**config.mk**
```make
export PLATFORM = sky130hd
export DESIGN_NAME = dlts_ctrl_flat
export DESIGN_NICKNAME = d
export VERILOG_FILES = /design/src/rtl/dlts_pkg.sv /design/src/rtl/dlts_chan_if.sv /design/src/rtl/dlts_ctrl.sv /design/src/flat_wrapper.sv
export SDC_FILE = /design/constraint.sdc
export NUM_CORES = 1
export LEC_CHECK = 0
export BUFFER_PORTS_ARGS = -buffer_cell sky130_fd_sc_hd__buf_2
export CAP_MARGIN = 20
export CORE_UTILIZATION = 37
export CTS_CLUSTER_SIZE = 25
export DETAILED_ROUTE_END_ITERATION = 7
export PLACE_DENSITY = 0.8
export SYNTH_ARGS = -nofsm -noshare
export SYNTH_HDL_FRONTEND = slang
export SYNTH_SLANG_ARGS = --single-unit
export TNS_END_PERCENT = 30
```
**constraint.sdc**
```tcl
create_clock -name i_clk -period 3.6 [get_ports i_clk]
set_input_delay 0.54 -clock i_clk [delete_from_list [all_inputs] [get_ports i_clk]]
set_output_delay 0.54 -clock i_clk [all_outputs]
set_load 0.01 [all_outputs]
```
**src/rtl/dlts_pkg.sv**
```systemverilog
// Shared types and constants of the delta-list task scheduler.
// Used by every module of the block; depends on nothing.
`default_nettype none

package dlts_pkg;

    localparam int MAX_TASKS_DEF = 16;
    localparam int TICK_MS_DEF   = 10;
    localparam int MS_W          = 32;
    localparam int TAG_W         = 8;
    localparam int ID_W          = 8;
    localparam int CMD_W         = 3;

    localparam logic [ID_W-1:0] ID_FIRST = ID_W'(1);

    localparam logic [CMD_W-1:0] CMD_TICK     = 3'd0;
    localparam logic [CMD_W-1:0] CMD_ADD      = 3'd1;
    localparam logic [CMD_W-1:0] CMD_DISPATCH = 3'd2;
    localparam logic [CMD_W-1:0] CMD_DELETE   = 3'd3;
    localparam logic [CMD_W-1:0] CMD_CLEAR    = 3'd4;

    typedef struct packed {
        logic [CMD_W-1:0] command;
        logic [TAG_W-1:0] task_tag;
        logic [MS_W-1:0]  delay_ms;
        logic [MS_W-1:0]  repeat_ms;
        logic [ID_W-1:0]  delete_id;
    } t_in_item;

    typedef struct packed {
        logic [ID_W-1:0]  assigned_id;
        logic             ran;
        logic [TAG_W-1:0] ran_tag;
        logic             deleted;
    } t_out_item;

    typedef enum logic [3:0] {
        DP_NOP,
        DP_LATCH,
        DP_TICK,
        DP_CLEAR,
        DP_POP,
        DP_MUL,
        DP_DIV_START,
        DP_DIV_STEP,
        DP_SCAN_STEP,
        DP_INSERT,
        DP_DEL_INIT,
        DP_DEL_STEP,
        DP_DEL_REMOVE,
        DP_DEL_FOLD
    } t_dp_op;

    typedef struct packed {
        t_dp_op op;
    } t_dp_ctl;

    typedef struct packed {
        logic [CMD_W-1:0] command;
        logic             tag_zero;
        logic             full;
        logic             count_zero;
        logic             head_ready;
        logic             period_zero;
        logic             div_last;
        logic             scan_stop;
        logic             del_id_zero;
        logic             del_end;
        logic             del_match;
        t_out_item        res;
    } t_dp_sts;

endpackage

`default_nettype wire

```
**src/rtl/dlts_chan_if.sv**
```systemverilog
// Valid/ready channel carrying one payload beat.
// Payload type is set at instantiation; no package dependency.
`default_nettype none

interface dlts_chan_if #(parameter type T_DATA = logic);
    logic  valid;
    logic  ready;
    T_DATA data;

    modport source (output valid, output data, input ready);
    modport sink   (input valid, input data, output ready);
endinterface

`default_nettype wire

```
**src/rtl/dlts_ctrl.sv**
```systemverilog
// Command sequencer of the scheduler and the output beat register.
// Depends on dlts_pkg and dlts_chan_if; steers dlts_datapath.
`default_nettype none

module dlts_ctrl
    import dlts_pkg::*;
(
    input  wire logic    i_clk,
    input  wire logic    i_rst_n,
    dlts_chan_if.sink    i_in_ch,
    dlts_chan_if.source  o_out_ch,
    input  wire t_dp_sts i_sts,
    output t_dp_ctl      o_ctl
);

    typedef enum logic [3:0] {
        S_IDLE,
        S_DECODE,
        S_POPCK,
        S_ADDCK,
        S_DIV,
        S_SCAN,
        S_INSERT,
        S_DSCAN,
        S_DREM,
        S_DFOLD,
        S_DONE
    } t_state;

    t_state    r_state, n_state;
    logic      r_out_valid;
    t_out_item r_out_data;
    logic      out_free;

    assign out_free       = !r_out_valid || o_out_ch.ready;
    assign i_in_ch.ready  = (r_state == S_IDLE);
    assign o_out_ch.valid = r_out_valid;
    assign o_out_ch.data  = r_out_data;

    always_comb begin
        n_state  = r_state;
        o_ctl.op = DP_NOP;
        unique case (r_state)
            S_IDLE: begin
                if (i_in_ch.valid) begin
                    o_ctl.op = DP_LATCH;
                    n_state  = S_DECODE;
                end
            end
            S_DECODE: begin
                n_state = S_DONE;
                case (i_sts.command)
                    CMD_TICK: o_ctl.op = DP_TICK;
                    CMD_ADD:  n_state = S_ADDCK;
                    CMD_DISPATCH: begin
                        if (!i_sts.count_zero && i_sts.head_ready) begin
                            o_ctl.op = DP_POP;
                            n_state  = S_POPCK;
                        end
                    end
                    CMD_DELETE: begin
                        if (!i_sts.del_id_zero) begin
                            o_ctl.op = DP_DEL_INIT;
                            n_state  = S_DSCAN;
                        end
                    end
                    CMD_CLEAR: o_ctl.op = DP_CLEAR;
                    default: begin
                    end
                endcase
            end
            S_POPCK: begin
                // periodic entry: rebuild ms value, then add it again
                if (i_sts.period_zero) begin
                    n_state = S_DONE;
                end else begin
                    o_ctl.op = DP_MUL;
                    n_state  = S_ADDCK;
                end
            end
            S_ADDCK: begin
                if (i_sts.tag_zero || i_sts.full) begin
                    n_state = S_DONE;
                end else begin
                    o_ctl.op = DP_DIV_START;
                    n_state  = S_DIV;
                end
            end
            S_DIV: begin
                o_ctl.op = DP_DIV_STEP;
                if (i_sts.div_last) begin
                    n_state = S_SCAN;
                end
            end
            S_SCAN: begin
                o_ctl.op = DP_SCAN_STEP;
                if (i_sts.scan_stop) begin
                    n_state = S_INSERT;
                end
            end
            S_INSERT: begin
                o_ctl.op = DP_INSERT;
                n_state  = S_DONE;
            end
            S_DSCAN: begin
                if (i_sts.del_end) begin
                    n_state = S_DONE;
                end else begin
                    o_ctl.op = DP_DEL_STEP;
                    if (i_sts.del_match) begin
                        n_state = S_DREM;
                    end
                end
            end
            S_DREM: begin
                o_ctl.op = DP_DEL_REMOVE;
                n_state  = S_DFOLD;
            end
            S_DFOLD: begin
                o_ctl.op = DP_DEL_FOLD;
                n_state  = S_DONE;
            end
            S_DONE: begin
                if (out_free) begin
                    n_state = S_IDLE;
                end
            end
            default: n_state = S_IDLE;
        endcase
    end

    always_ff @(posedge i_clk) begin
        if (!i_rst_n) begin
            r_state     <= S_IDLE;
            r_out_valid <= 1'b0;
        end else begin
            r_state <= n_state;
            if (r_state == S_DONE && out_free) begin
                r_out_valid <= 1'b1;
                r_out_data  <= i_sts.res;
            end else if (o_out_ch.ready) begin
                r_out_valid <= 1'b0;
            end
        end
    end

endmodule

`default_nettype wire

```
**src/flat_wrapper.sv**
```systemverilog
// flat-port wrapper written by rule: the top's interface ports become plain ports
module dlts_ctrl_flat import dlts_pkg::*;
  (i_clk, i_rst_n, i_sts, o_ctl, i_in_ch_valid, i_in_ch_data, i_in_ch_ready, o_out_ch_valid, o_out_ch_data, o_out_ch_ready);
  dlts_chan_if i_in_ch_i ();
  dlts_chan_if o_out_ch_i ();
  input  wire logic i_clk;
  input  wire logic i_rst_n;
  input  wire t_dp_sts i_sts;
  output t_dp_ctl o_ctl;
  input wire logic [$bits(i_in_ch_i.valid)-1:0] i_in_ch_valid;
  input wire logic [$bits(i_in_ch_i.data)-1:0] i_in_ch_data;
  output wire logic [$bits(i_in_ch_i.ready)-1:0] i_in_ch_ready;
  output wire logic [$bits(o_out_ch_i.valid)-1:0] o_out_ch_valid;
  output wire logic [$bits(o_out_ch_i.data)-1:0] o_out_ch_data;
  input wire logic [$bits(o_out_ch_i.ready)-1:0] o_out_ch_ready;
  assign i_in_ch_i.valid = i_in_ch_valid;
  assign i_in_ch_i.data = i_in_ch_data;
  assign i_in_ch_ready = i_in_ch_i.ready;
  assign o_out_ch_valid = o_out_ch_i.valid;
  assign o_out_ch_data = o_out_ch_i.data;
  assign o_out_ch_i.ready = o_out_ch_ready;
  dlts_ctrl u_core (.i_clk(i_clk), .i_rst_n(i_rst_n), .i_in_ch(i_in_ch_i), .o_out_ch(o_out_ch_i), .i_sts(i_sts), .o_ctl(o_ctl));
endmodule
```
Word level (Yosys, flattened, before mapping)
Index checks and enable logic that the tools add are counted.

Flip-flop bits (word level): 6. Output and inout port bits: 7. Logic and storage cells: 56.

Equality and inequality tests: 19. Mux-type cells: 22. Reduce and logical (&&, ||, !) cells: 12.

Operators with widths (count): 4-bit one-hot mux with 10 select lines (2); 4-bit 2-to-1 mux (12); 4-bit by 3-bit equality test with 1-bit output (second input constant) (4); 4-bit one-hot mux with 4 select lines (1); 4-bit equality test (second input constant) (3); 4-bit one-hot mux with 3 select lines (1); 3-bit 2-to-1 mux (3); 4-bit by 2-bit equality test with 1-bit output (second input constant) (2); 3-bit by 2-bit equality test with 1-bit output (second input constant) (2); 2-bit inequality test (second input constant) (3); 5-bit AND reduction (1); 4-bit by 1-bit equality test with 1-bit output (second input constant) (1); 4-bit logical NOT (1); 3-bit by 1-bit equality test with 1-bit output (second input constant) (1); 3-bit equality test (second input constant) (1); 3-bit logical NOT (1); 1-bit 2-to-1 mux (3); 3-bit inequality test (second input constant) (1); 1-bit logical AND (2); 1-bit logical NOT (2); 1-bit logical OR (2); 2-bit by 1-bit inequality test with 1-bit output (second input constant) (1); 2-bit AND reduction (1); 2-bit nonzero test (1); 2-bit OR reduction (1).

Logic depth before layout (Yosys ltp)
Gate-level depths: netlist of run 1.

Depth after elaboration: 5. Gate-level depth with buffers: 6. Depth with buffers taken out: 5.

Worst setup path after synthesis of run 1
No wires, ideal clock.

Path kind: in2out. From: input i_sts[30] in the netlist's numbering. To: output o_ctl[1] in the netlist's numbering. Arrival time: 1392 ps. Data required time: 3060 ps. Slack: 1668 ps. Stages on the path: 5. Buffers on the path: 0. Path through: nor4bb_1 > nor2_1 > o2bb2ai_1 > a22oi_1 > nor2_1.

RTL lines: from (decl) (line flat_wrapper.sv:8) `input wire t_dp_sts i_sts;`; to (decl) (line flat_wrapper.sv:9) `output t_dp_ctl o_ctl;`.

==> results.yml, run 1 <==
sta:
  period_share: 0.667
  hold_viol: 0
  setup_viol: 0
  worst_slew_pin_slew_ns: 0.653
  setup_tns_ns: 0
  maxSlewViolCount: 0
  fin_crit_ns: 2.40
  rsz0062_at_grt: "false"
  skew_ns: 0.00165
  slew_headroom: 0.564
  max_freq_mhz: 416
logic_synthesis:
  yosysWarnings: 0
  synth_common_cells: "12 x nor2_1, 6 x o21ai_0, 5 x a21oi_1, 5 x dfxtp_1, 5 x nand2_1"
  synth_top_family_by_area: "simple AND/OR/NAND/NOR gates"
  synthesis.area_sq_um: 664
  synth_cell_types: 43
  synth_adder_area_share: 0
  ys_async_sr_fraction: 0
  synth.top_cell.area_share: 0.151
  yosysSeqAreaShare: 0.196
  syn-num-nets: 125
  synth_top_cell_by_area: "dfxtp_1"
  synthXorXnorAreaFrac: 0
  synthTopCellsByArea: "dfxtp_1 15%, nor2_1 6.8%, o21ai_0 4.5%, buf_4 4.5%, edfxtp_1 4.5%"
  postSynthAreaPerCell_sq_um: 7.47
  synth_compound_area_frac: 0.331
  synth_edf_count: 1
  yosys.area_share.simple: 0.365
  synthFlopType: "dfxtp_1"
  netlist_instances: 89
  synth_most_common_cell: "nor2_1"
  ys_ff_latch: 6
  muxShareOfSynthArea: 0.0151
detailed_routing:
  routed_via_density: 5.61
  wl_um: 1660
  drtIter0Drc: 15
  post_drt_wl_per_cell_um: 12.4
  num_vias: 752
  drc: 0
  drt_first_pass_iters: 4
  ant_nets: 0
clock_tree:
  clockRootBuffer: "clkbuf_4"
  cts_sinks: 6
  cts-resized-gates: 0
  cts_tree: "built"
  cts_buffers: 3
  clk_pin_slew_ns: 0.05
  cts_setup_buffers: 0
  clockBufferDepth: 2
  cts_hold_buffers: 0
  htreeDepth: 1
  clkLatencyLatePin_ns: 0.25
grt:
  antenna_found_initial: 0
  grt_use_total: 0.187
  overflow: 0
  grt_pass1_wl_um: 2820
  grt_max_degree: 22
  grt_pass1_vias: 692
cells_and_area:
  drive_gt1_frac: 0.309
  insertedDiodeCount: 0
  nFillCells: 173
  fin_nets: 147
  area_growth_pct: 19.0
worst_setup_path:
  rrSetupSlack_ns: 1.79
  crit_fanout: 13
  cp.required_ns: 3.06
  cp.arrival_ns: 1.86
  critPathKind: "flip-flop to output port"
  r2r-end: "u_core.r_state[2]"
  r2r_start: "u_core.r_state[2]"
  cp-start-kind: "flip-flop"
  critPathCaptureType: "output port"
  r2r_cells: 5
power:
  p_leak_nw: 0.346
  seqPwrFrac: 0.319
  power_density_mw_per_mm2: 536
  clockPowerShare: 0.163
  p_int_mw: 0.230
  ir_drop_mv: 0.250
  p_comb_frac: 0.518
  total_power_mw: 0.424
  power_switching_mw: 0.194
  swShare: 0.458
floorplanning:
  fp-row-count: 14
  core_area_sq_mm: 0.00159
  initial_core_util: 0.417
  dieArea_sq_mm: 0.00197
  io_pins: 43
  die_w_um: 44.4
  die_y_um: 44.4
outcome:
  outcome: "completed"
hold_path:
  hold-path-cell-count: 1
  holdPathEnd: "u_core.o_out_ch.data"
  hp-class: "primary input to flip-flop"
  worstHoldStart: "i_sts[0]"
placement:
  dpl.hpwl_um: 1210
  gp_congestion: 0.836
  port_buffers: 24
run:
  cap_violations: 0
-- cell families after synthesis --
group                  count (synthesis)
multiplexers                           1
buffers and inverters                 10
AO/OA/AOI/OAI                         31
AND/OR/NAND/NOR                       41
flip-flops                             6
-- layout by cell type, fill, tap and decap left out, types with 2 or more instances in the layout --
cell	synthesis	final
nor2b_1	3	3
nor2_1	12	12
and3_1	3	3
o22ai_1	2	2
o21a_1	3	3
nand2b_1	2	2
nor3_1	3	3
a211oi_1	2	2
o21ai_0	6	6
dfxtp_1	5	5
nand3b_1	2	2
clkbuf_4	0	3
nand2_1	5	5
inv_1	2	2
a21oi_1	5	5
a22oi_1	3	3
buf_2	1	24
-- worst max-delay path by stage --
stage	endpoint	slack, ns	depth (start not counted)	from
2_1_floorplan	o_ctl[1]	1.67	5	i_sts[30]
3_3_place_gp	o_ctl[1]	1.30	7	i_sts[30]
3_5_place_dp	o_ctl[1]	1.26	7	i_sts[30]
4_1_cts	o_ctl[0]	1.23	6	u_core.r_state[1]
5_1_grt	o_ctl[0]	0.99	6	u_core.r_state[1]
6_report	o_ctl[0]	1.20	6	u_core.r_state[1]
-- per-stage QoR --
stage,hold WS (ns),cells,utilization,worst slack [ns],instance area [sq um]
finish,0.467,134,0.496,1.20,791
global route,0.467,134,0.496,0.994,791
CTS,0.463,134,0.496,1.23,791
detailed placement,0.676,130,0.480,1.26,764
global placement,0.665,130,0.480,1.30,764
floorplan,0.639,89,-,1.67,664
-- sequential cells by signal, indices dropped and copies added, names as in the netlist --
name and flops:
u_core.o_out_ch.data 1, u_core.o_out_ch.valid 1, u_core.r_state 4
-- power groups by stage --
stage          registers, mW  clock network [mW]  logic [mW]
3_3_place_gp           0.132                   0       0.213
3_5_place_dp           0.135                   0       0.218
6_report               0.135              0.0689       0.220
5_1_grt                0.142              0.0727       0.243
2_1_floorplan         0.0874                   0       0.217
4_1_cts                0.134              0.0712       0.219
-- worst max-delay path: stages, from the launching register on --
cell and delay, ns:
dfxtp_1 0.59, clkinv_1 0.34, nand2_1 0.13, o21ai_0 0.08, a22oi_1 0.19, o32ai_1 0.11
buf_2 0.17
-- cell type report --
type                            instances  area [sq um]  share of cell area
Multi-Input combinational cell         73           473               0.598
Sequential cell                         6           130               0.165
Timing Repair Buffer                   24           120               0.152
Tap cell                               24          30.0              0.0380
Clock buffer                            4          26.3              0.0332
Inverter                                3          11.3              0.0142
-- per-layer routing --
metal,routed length [um],up-vias,global-route usage
met4,7,0,0.0545
met3,116,2,0.0286
met5,0,-,0
li1,-,373,-
met2,694,35,0.303
met1,842,342,0.254
No activity file was read; power rests on OpenSTA's default activity.
==> run 2: changes to the inputs <==
- clock period: 3.6 -> 2.4 ns (I/O delays scaled with it)
==> run 2 against run 1 <==
  * Cell area is 0.95% higher
  * Die area is the same
  * Via count up 0.53%
  * Sequential cell count unchanged
  * Sequential share of layout area decreased by 0.15 points
  * Clock skew is 0.0022 ns higher
  * Critical path depth down 1
  * Utilization grew 0.47 points
  * Clock power grew 51%
  * Non-clock buffer count grew 1
==> results.yml, run 2 (synthesis results as in run 1) <==
clock_tree:
  clockBufferDepth: 2
  clkLatencyLatePin_ns: 0.25
  clk_pin_slew_ns: 0.05
  cts_hold_buffers: 0
  cts_setup_buffers: 0
  cts-resized-gates: 0
  htreeDepth: 1
  cts_sinks: 6
  cts_tree: "built"
  cts_buffers: 3
  clockRootBuffer: "clkbuf_4"
cells_and_area:
  area_growth_pct: 20.2
  largest_reg_flops: 4
  fin_nets: 148
  drive_gt1_frac: 0.315
  final_cell_mix: "24 x buf_2, 12 x nor2_1, 6 x o21ai_0"
  final_common_cell: "buf_2"
  insertedDiodeCount: 0
  largest-register: "u_core.r_state"
  nFillCells: 166
grt:
  grt_pass1_wl_um: 2760
  grt_pass1_vias: 650
  overflow: 0
  antenna_found_initial: 0
  grt_max_degree: 22
  grt_use_total: 0.190
floorplanning:
  io_pins: 43
  initial_core_util: 0.417
  core_area_sq_mm: 0.00159
  die_w_um: 44.4
  fp-row-count: 14
  die_y_um: 44.4
  dieArea_sq_mm: 0.00197
sta:
  layout_setup_ws_ns: 0.296
  hold_viol: 0
  worst_slew_pin_slew_ns: 0.659
  skew_ns: 0.00381
  fin_crit_ns: 2.10
  setup_tns_ns: 0
  period_share: 0.877
  max_freq_mhz: 475
  slew_headroom: 0.555
  fin_hold_ws_ns: 0.285
  setup_viol: 0
  maxSlewViolCount: 0
  rsz0062_at_grt: "false"
detailed_routing:
  routed_via_density: 5.60
  post_drt_wl_per_cell_um: 12.4
  ant_nets: 0
  drtIter0Drc: 13
  drt_first_pass_iters: 4
  drc: 0
  wl_um: 1670
  num_vias: 756
worst_setup_path:
  r2r-end: "u_core.r_state[2]"
  cp.arrival_ns: 1.74
  critPathCaptureType: "output port"
  r2r_cells: 5
  cp.required_ns: 2.04
  cp-start-kind: "flip-flop"
  critPathKind: "flip-flop to output port"
  r2r_start: "u_core.r_state[2]"
  crit_fanout: 21
  rrSetupSlack_ns: 0.56
run:
  cap_violations: 0
power:
  p_leak_nw: 0.351
  power_density_mw_per_mm2: 807
  ir_drop_mv: 0.375
hold_path:
  holdPathEnd: "u_core.o_out_ch.data"
  hold-path-cell-count: 1
  hp-class: "primary input to flip-flop"
  worstHoldStart: "i_sts[0]"
placement:
  port_buffers: 24
  gp_congestion: 0.840
  dp_slack_ns: 0.370
  dpl.hpwl_um: 1230
outcome:
  outcome: "completed"
-- run 2: report_power, final --
| part | internal (mW) | switching (mW) | total (mW) |
|---|---|---|---|
| clock | 0.0632 | 0.0405 | 0.104 |
| sequential | 0.122 | 0.0667 | 0.189 |
| combinational | 0.166 | 0.186 | 0.351 |
| total | 0.351 | 0.293 | 0.644 |
-- run 2: worst max-delay path, cell delays in order, from the launching register on --
cell       delay (ns)
dfxtp_1          0.74
o31ai_1          0.23
o2bb2ai_1        0.17
a22oi_1          0.14
nor2_1           0.05
buf_2            0.16
-- run 2: through the flow --
stage	cells	area, sq um	total power, mW	util
6_report	135	798	0.644	0.501
4_1_cts	135	798	0.644	0.501
3_5_place_dp	131	772	0.537	0.484
2_1_floorplan	89	664	0.456	-
5_1_grt	135	798	0.696	0.501
3_3_place_gp	131	772	0.527	0.484
-- run 2: cell type report --
class	instances	area, sq um	share of cell area
inverter	3	11.3	0.0141
multi-input combinational	73	473	0.592
clock buffer	4	26.3	0.0329
tap	24	30.0	0.0376
timing repair buffer	25	128	0.160
sequential	6	130	0.163
-- run 2: worst max path at each step --
stage	cells past startpoint	slack, ns	from	end
CTS	5	0.32	u_core.r_state[2]	o_ctl[1]
global placement	7	0.47	i_sts[30]	o_ctl[1]
global route	6	0.14	u_core.r_state[2]	o_ctl[1]
detailed placement	7	0.37	i_sts[30]	o_ctl[1]
floorplan	5	0.83	i_sts[30]	o_ctl[1]
finish	5	0.30	u_core.r_state[2]	o_ctl[1]
-- run 2: per-layer routing --
metal | global-route usage | vias to the layer above | share of wire
met4 | 0.109 | 0 | 0.021
met3 | 0.0367 | 4 | 0.080
met1 | 0.248 | 338 | 0.48
li1 | - | 380 | -
met2 | 0.291 | 34 | 0.42
met5 | 0 | - | 0
==> run 3: changes to the inputs <==
--- a/config.mk
+++ b/config.mk
@@ -11,4 +11,5 @@
 export CTS_CLUSTER_SIZE = 25
 export DETAILED_ROUTE_END_ITERATION = 7
+export HOLD_SLACK_MARGIN = 0.06
 export PLACE_DENSITY = 0.8
 export SYNTH_ARGS = -nofsm -noshare
==> constraint.sdc (replaced) <==
create_clock -name i_clk -period 2.4 [get_ports i_clk]
set_input_delay 0.48 -clock i_clk [delete_from_list [all_inputs] [get_ports i_clk]]
set_output_delay 0.48 -clock i_clk [all_outputs]
set_load 0.01 [all_outputs]
==> run 3 against run 2 <==
  * Sequential power hardly changed
  * Setup slack worse by 0.099 ns
  * Clock power hardly changed
  * Utilization is 0.47 points higher
  * Non-clock buffer count is 1 higher
  * Register-to-register slack better by 0.02 ns
  * Via count is 1.5% higher
  * Power is 0.11% lower
  * Fmax is 4.5% lower
  * Combinational power is 1% higher
  * Routed wire length is 1.1% higher
  * First-iteration DRC count is 46% higher
==> results.yml, run 3 (synthesis results as in run 1) <==
outcome:
  outcome: "completed"
cells_and_area:
  largest_reg_flops: 4
  final_common_cell: "buf_2"
  fin_nets: 149
  finish.utilization: 0.505
  largest-register: "u_core.r_state"
  nFillCells: 161
  area_growth_pct: 21.3
  drive_gt1_frac: 0.321
  insertedDiodeCount: 0
  final_cell_mix: "24 x buf_2, 12 x nor2_1, 6 x o21ai_0"
worst_setup_path:
  crit_chain: "o31ai_1 -> o2bb2ai_1 -> a22oi_1 -> nor2_1 -> buf_2"
  crit_start: "u_core.r_state[2]"
  cp-start-kind: "flip-flop"
  cp_top_family: "compound AO/OA/AOI/OAI gates"
  critPathCaptureType: "output port"
  cp.arrival_ns: 1.72
  critPathKind: "flip-flop to output port"
  worst-path-stages: 5
  cp.required_ns: 1.92
  critical_path.max_stage_delay_ns: 0.50
  rrSetupSlack_ns: 0.58
  crit_end: "o_ctl[1]"
  r2r_cells: 5
  r2r_start: "u_core.r_state[2]"
  crit_fanout: 21
  r2r-end: "u_core.r_state[2]"
  worst-path-buf-inv: 1
  cp_slowest_cell: "dfxtp_1"
sta:
  skew_ns: 0.000202
  rsz0062_at_grt: "false"
  hold_viol: 0
  setup_viol: 0
  maxSlewViolCount: 0
  worst_slew_pin_slew_ns: 0.627
  fin_crit_ns: 2.20
  max_freq_mhz: 454
  period_share: 0.918
  slew_headroom: 0.581
  setup_tns_ns: 0
grt:
  grt_pass1_wl_um: 2810
  met2_usage: 0.312
  grt_use_total: 0.193
  grt_max_degree: 22
  grtUsageMet1: 0.248
  gr-usage-met3: 0.0449
  grt_pass1_vias: 664
  overflow: 0
  antenna_found_initial: 0
  gr-max-usage-layer: "met2"
clock_tree:
  cts_hold_buffers: 0
  clockBufferDepth: 2
  cts_tree: "built"
  cts_buffers: 3
  cts-resized-gates: 0
  clockRootBuffer: "clkbuf_4"
  cts_setup_buffers: 0
  htreeDepth: 1
  clkLatencyLatePin_ns: 0.24
  clk_pin_slew_ns: 0.05
  cts_sinks: 6
detailed_routing:
  ant_nets: 0
  num_vias: 767
  routed_via_density: 5.64
  post_drt_wl_per_cell_um: 12.4
  drc: 0
  drt_first_pass_iters: 4
  wl_um: 1690
  drtIter0Drc: 19
floorplanning:
  die_y_um: 44.4
  core_area_sq_mm: 0.00159
  dieArea_sq_mm: 0.00197
  io_pins: 43
  initial_core_util: 0.417
  die_w_um: 44.4
  fp-row-count: 14
power:
  swShare: 0.453
  ir_drop_mv: 0.371
  clockPowerShare: 0.157
  p_int_mw: 0.352
  p_comb_frac: 0.552
  seqPwrFrac: 0.291
  power_density_mw_per_mm2: 798
  p_leak_nw: 0.356
  power_switching_mw: 0.292
placement:
  gp_congestion: 0.823
  dpl.hpwl_um: 1270
  port_buffers: 24
run:
  cap_violations: 0
hold_path:
  hp-class: "primary input to flip-flop"
  hold-path-cell-count: 1
## run 3: worst register-to-register path: cells and delay by family (launching register included)
kind | cells | cell delay [ns]
simple gates | 2 | 0.57
flops | 1 | 0.71
compound gates | 3 | 0.49
## run 3: how the worst min path moves through the flow
stage                   from                    to
floorplan           i_sts[0]  u_core.o_out_ch.data
global placement    i_sts[0]  u_core.o_out_ch.data
detailed placement  i_sts[0]  u_core.o_out_ch.data
CTS                 i_sts[0]  u_core.o_out_ch.data
global route        i_sts[0]  u_core.o_out_ch.data
finish              i_sts[0]  u_core.o_out_ch.data
## run 3: stage by stage
stage | cells | hold WS [ns] | power (mW) | instance area, sq um | setup WS, ns
2_1_floorplan | 89 | 0.579 | 0.456 | 664 | 0.588
3_3_place_gp | 132 | 0.661 | 0.528 | 779 | 0.313
3_5_place_dp | 132 | 0.668 | 0.538 | 779 | 0.196
4_1_cts | 136 | 0.412 | 0.644 | 806 | 0.189
5_1_grt | 136 | 0.407 | 0.701 | 806 | 0.0325
6_report | 136 | 0.414 | 0.643 | 806 | 0.198
## run 3: per-layer routing
layer | wire length, um | share of wire | vias to the layer above
met5 | 0 | 0 | -
met4 | 15 | 0.0089 | 0
met3 | 150 | 0.089 | 2
met2 | 755 | 0.45 | 42
met1 | 765 | 0.45 | 340
li1 | - | - | 383
## run 3: area by class of cell
| cell class | instances | area (sq um) | share of cell area |
|---|---|---|---|
| Timing Repair Buffer | 26 | 135 | 0.168 |
| Inverter | 3 | 11.3 | 0.0140 |
| Sequential cell | 6 | 130 | 0.161 |
| Tap cell | 24 | 30.0 | 0.0373 |
| Clock buffer | 4 | 26.3 | 0.0326 |
| Multi-Input combinational cell | 73 | 473 | 0.587 |
## run 3: power by group through the flow
stage	registers (mW)	clock network (mW)	logic (mW)
2_1_floorplan	0.131	0	0.325
3_3_place_gp	0.184	0	0.344
3_5_place_dp	0.187	0	0.351
4_1_cts	0.186	0.104	0.353
5_1_grt	0.195	0.112	0.394
6_report	0.187	0.101	0.355
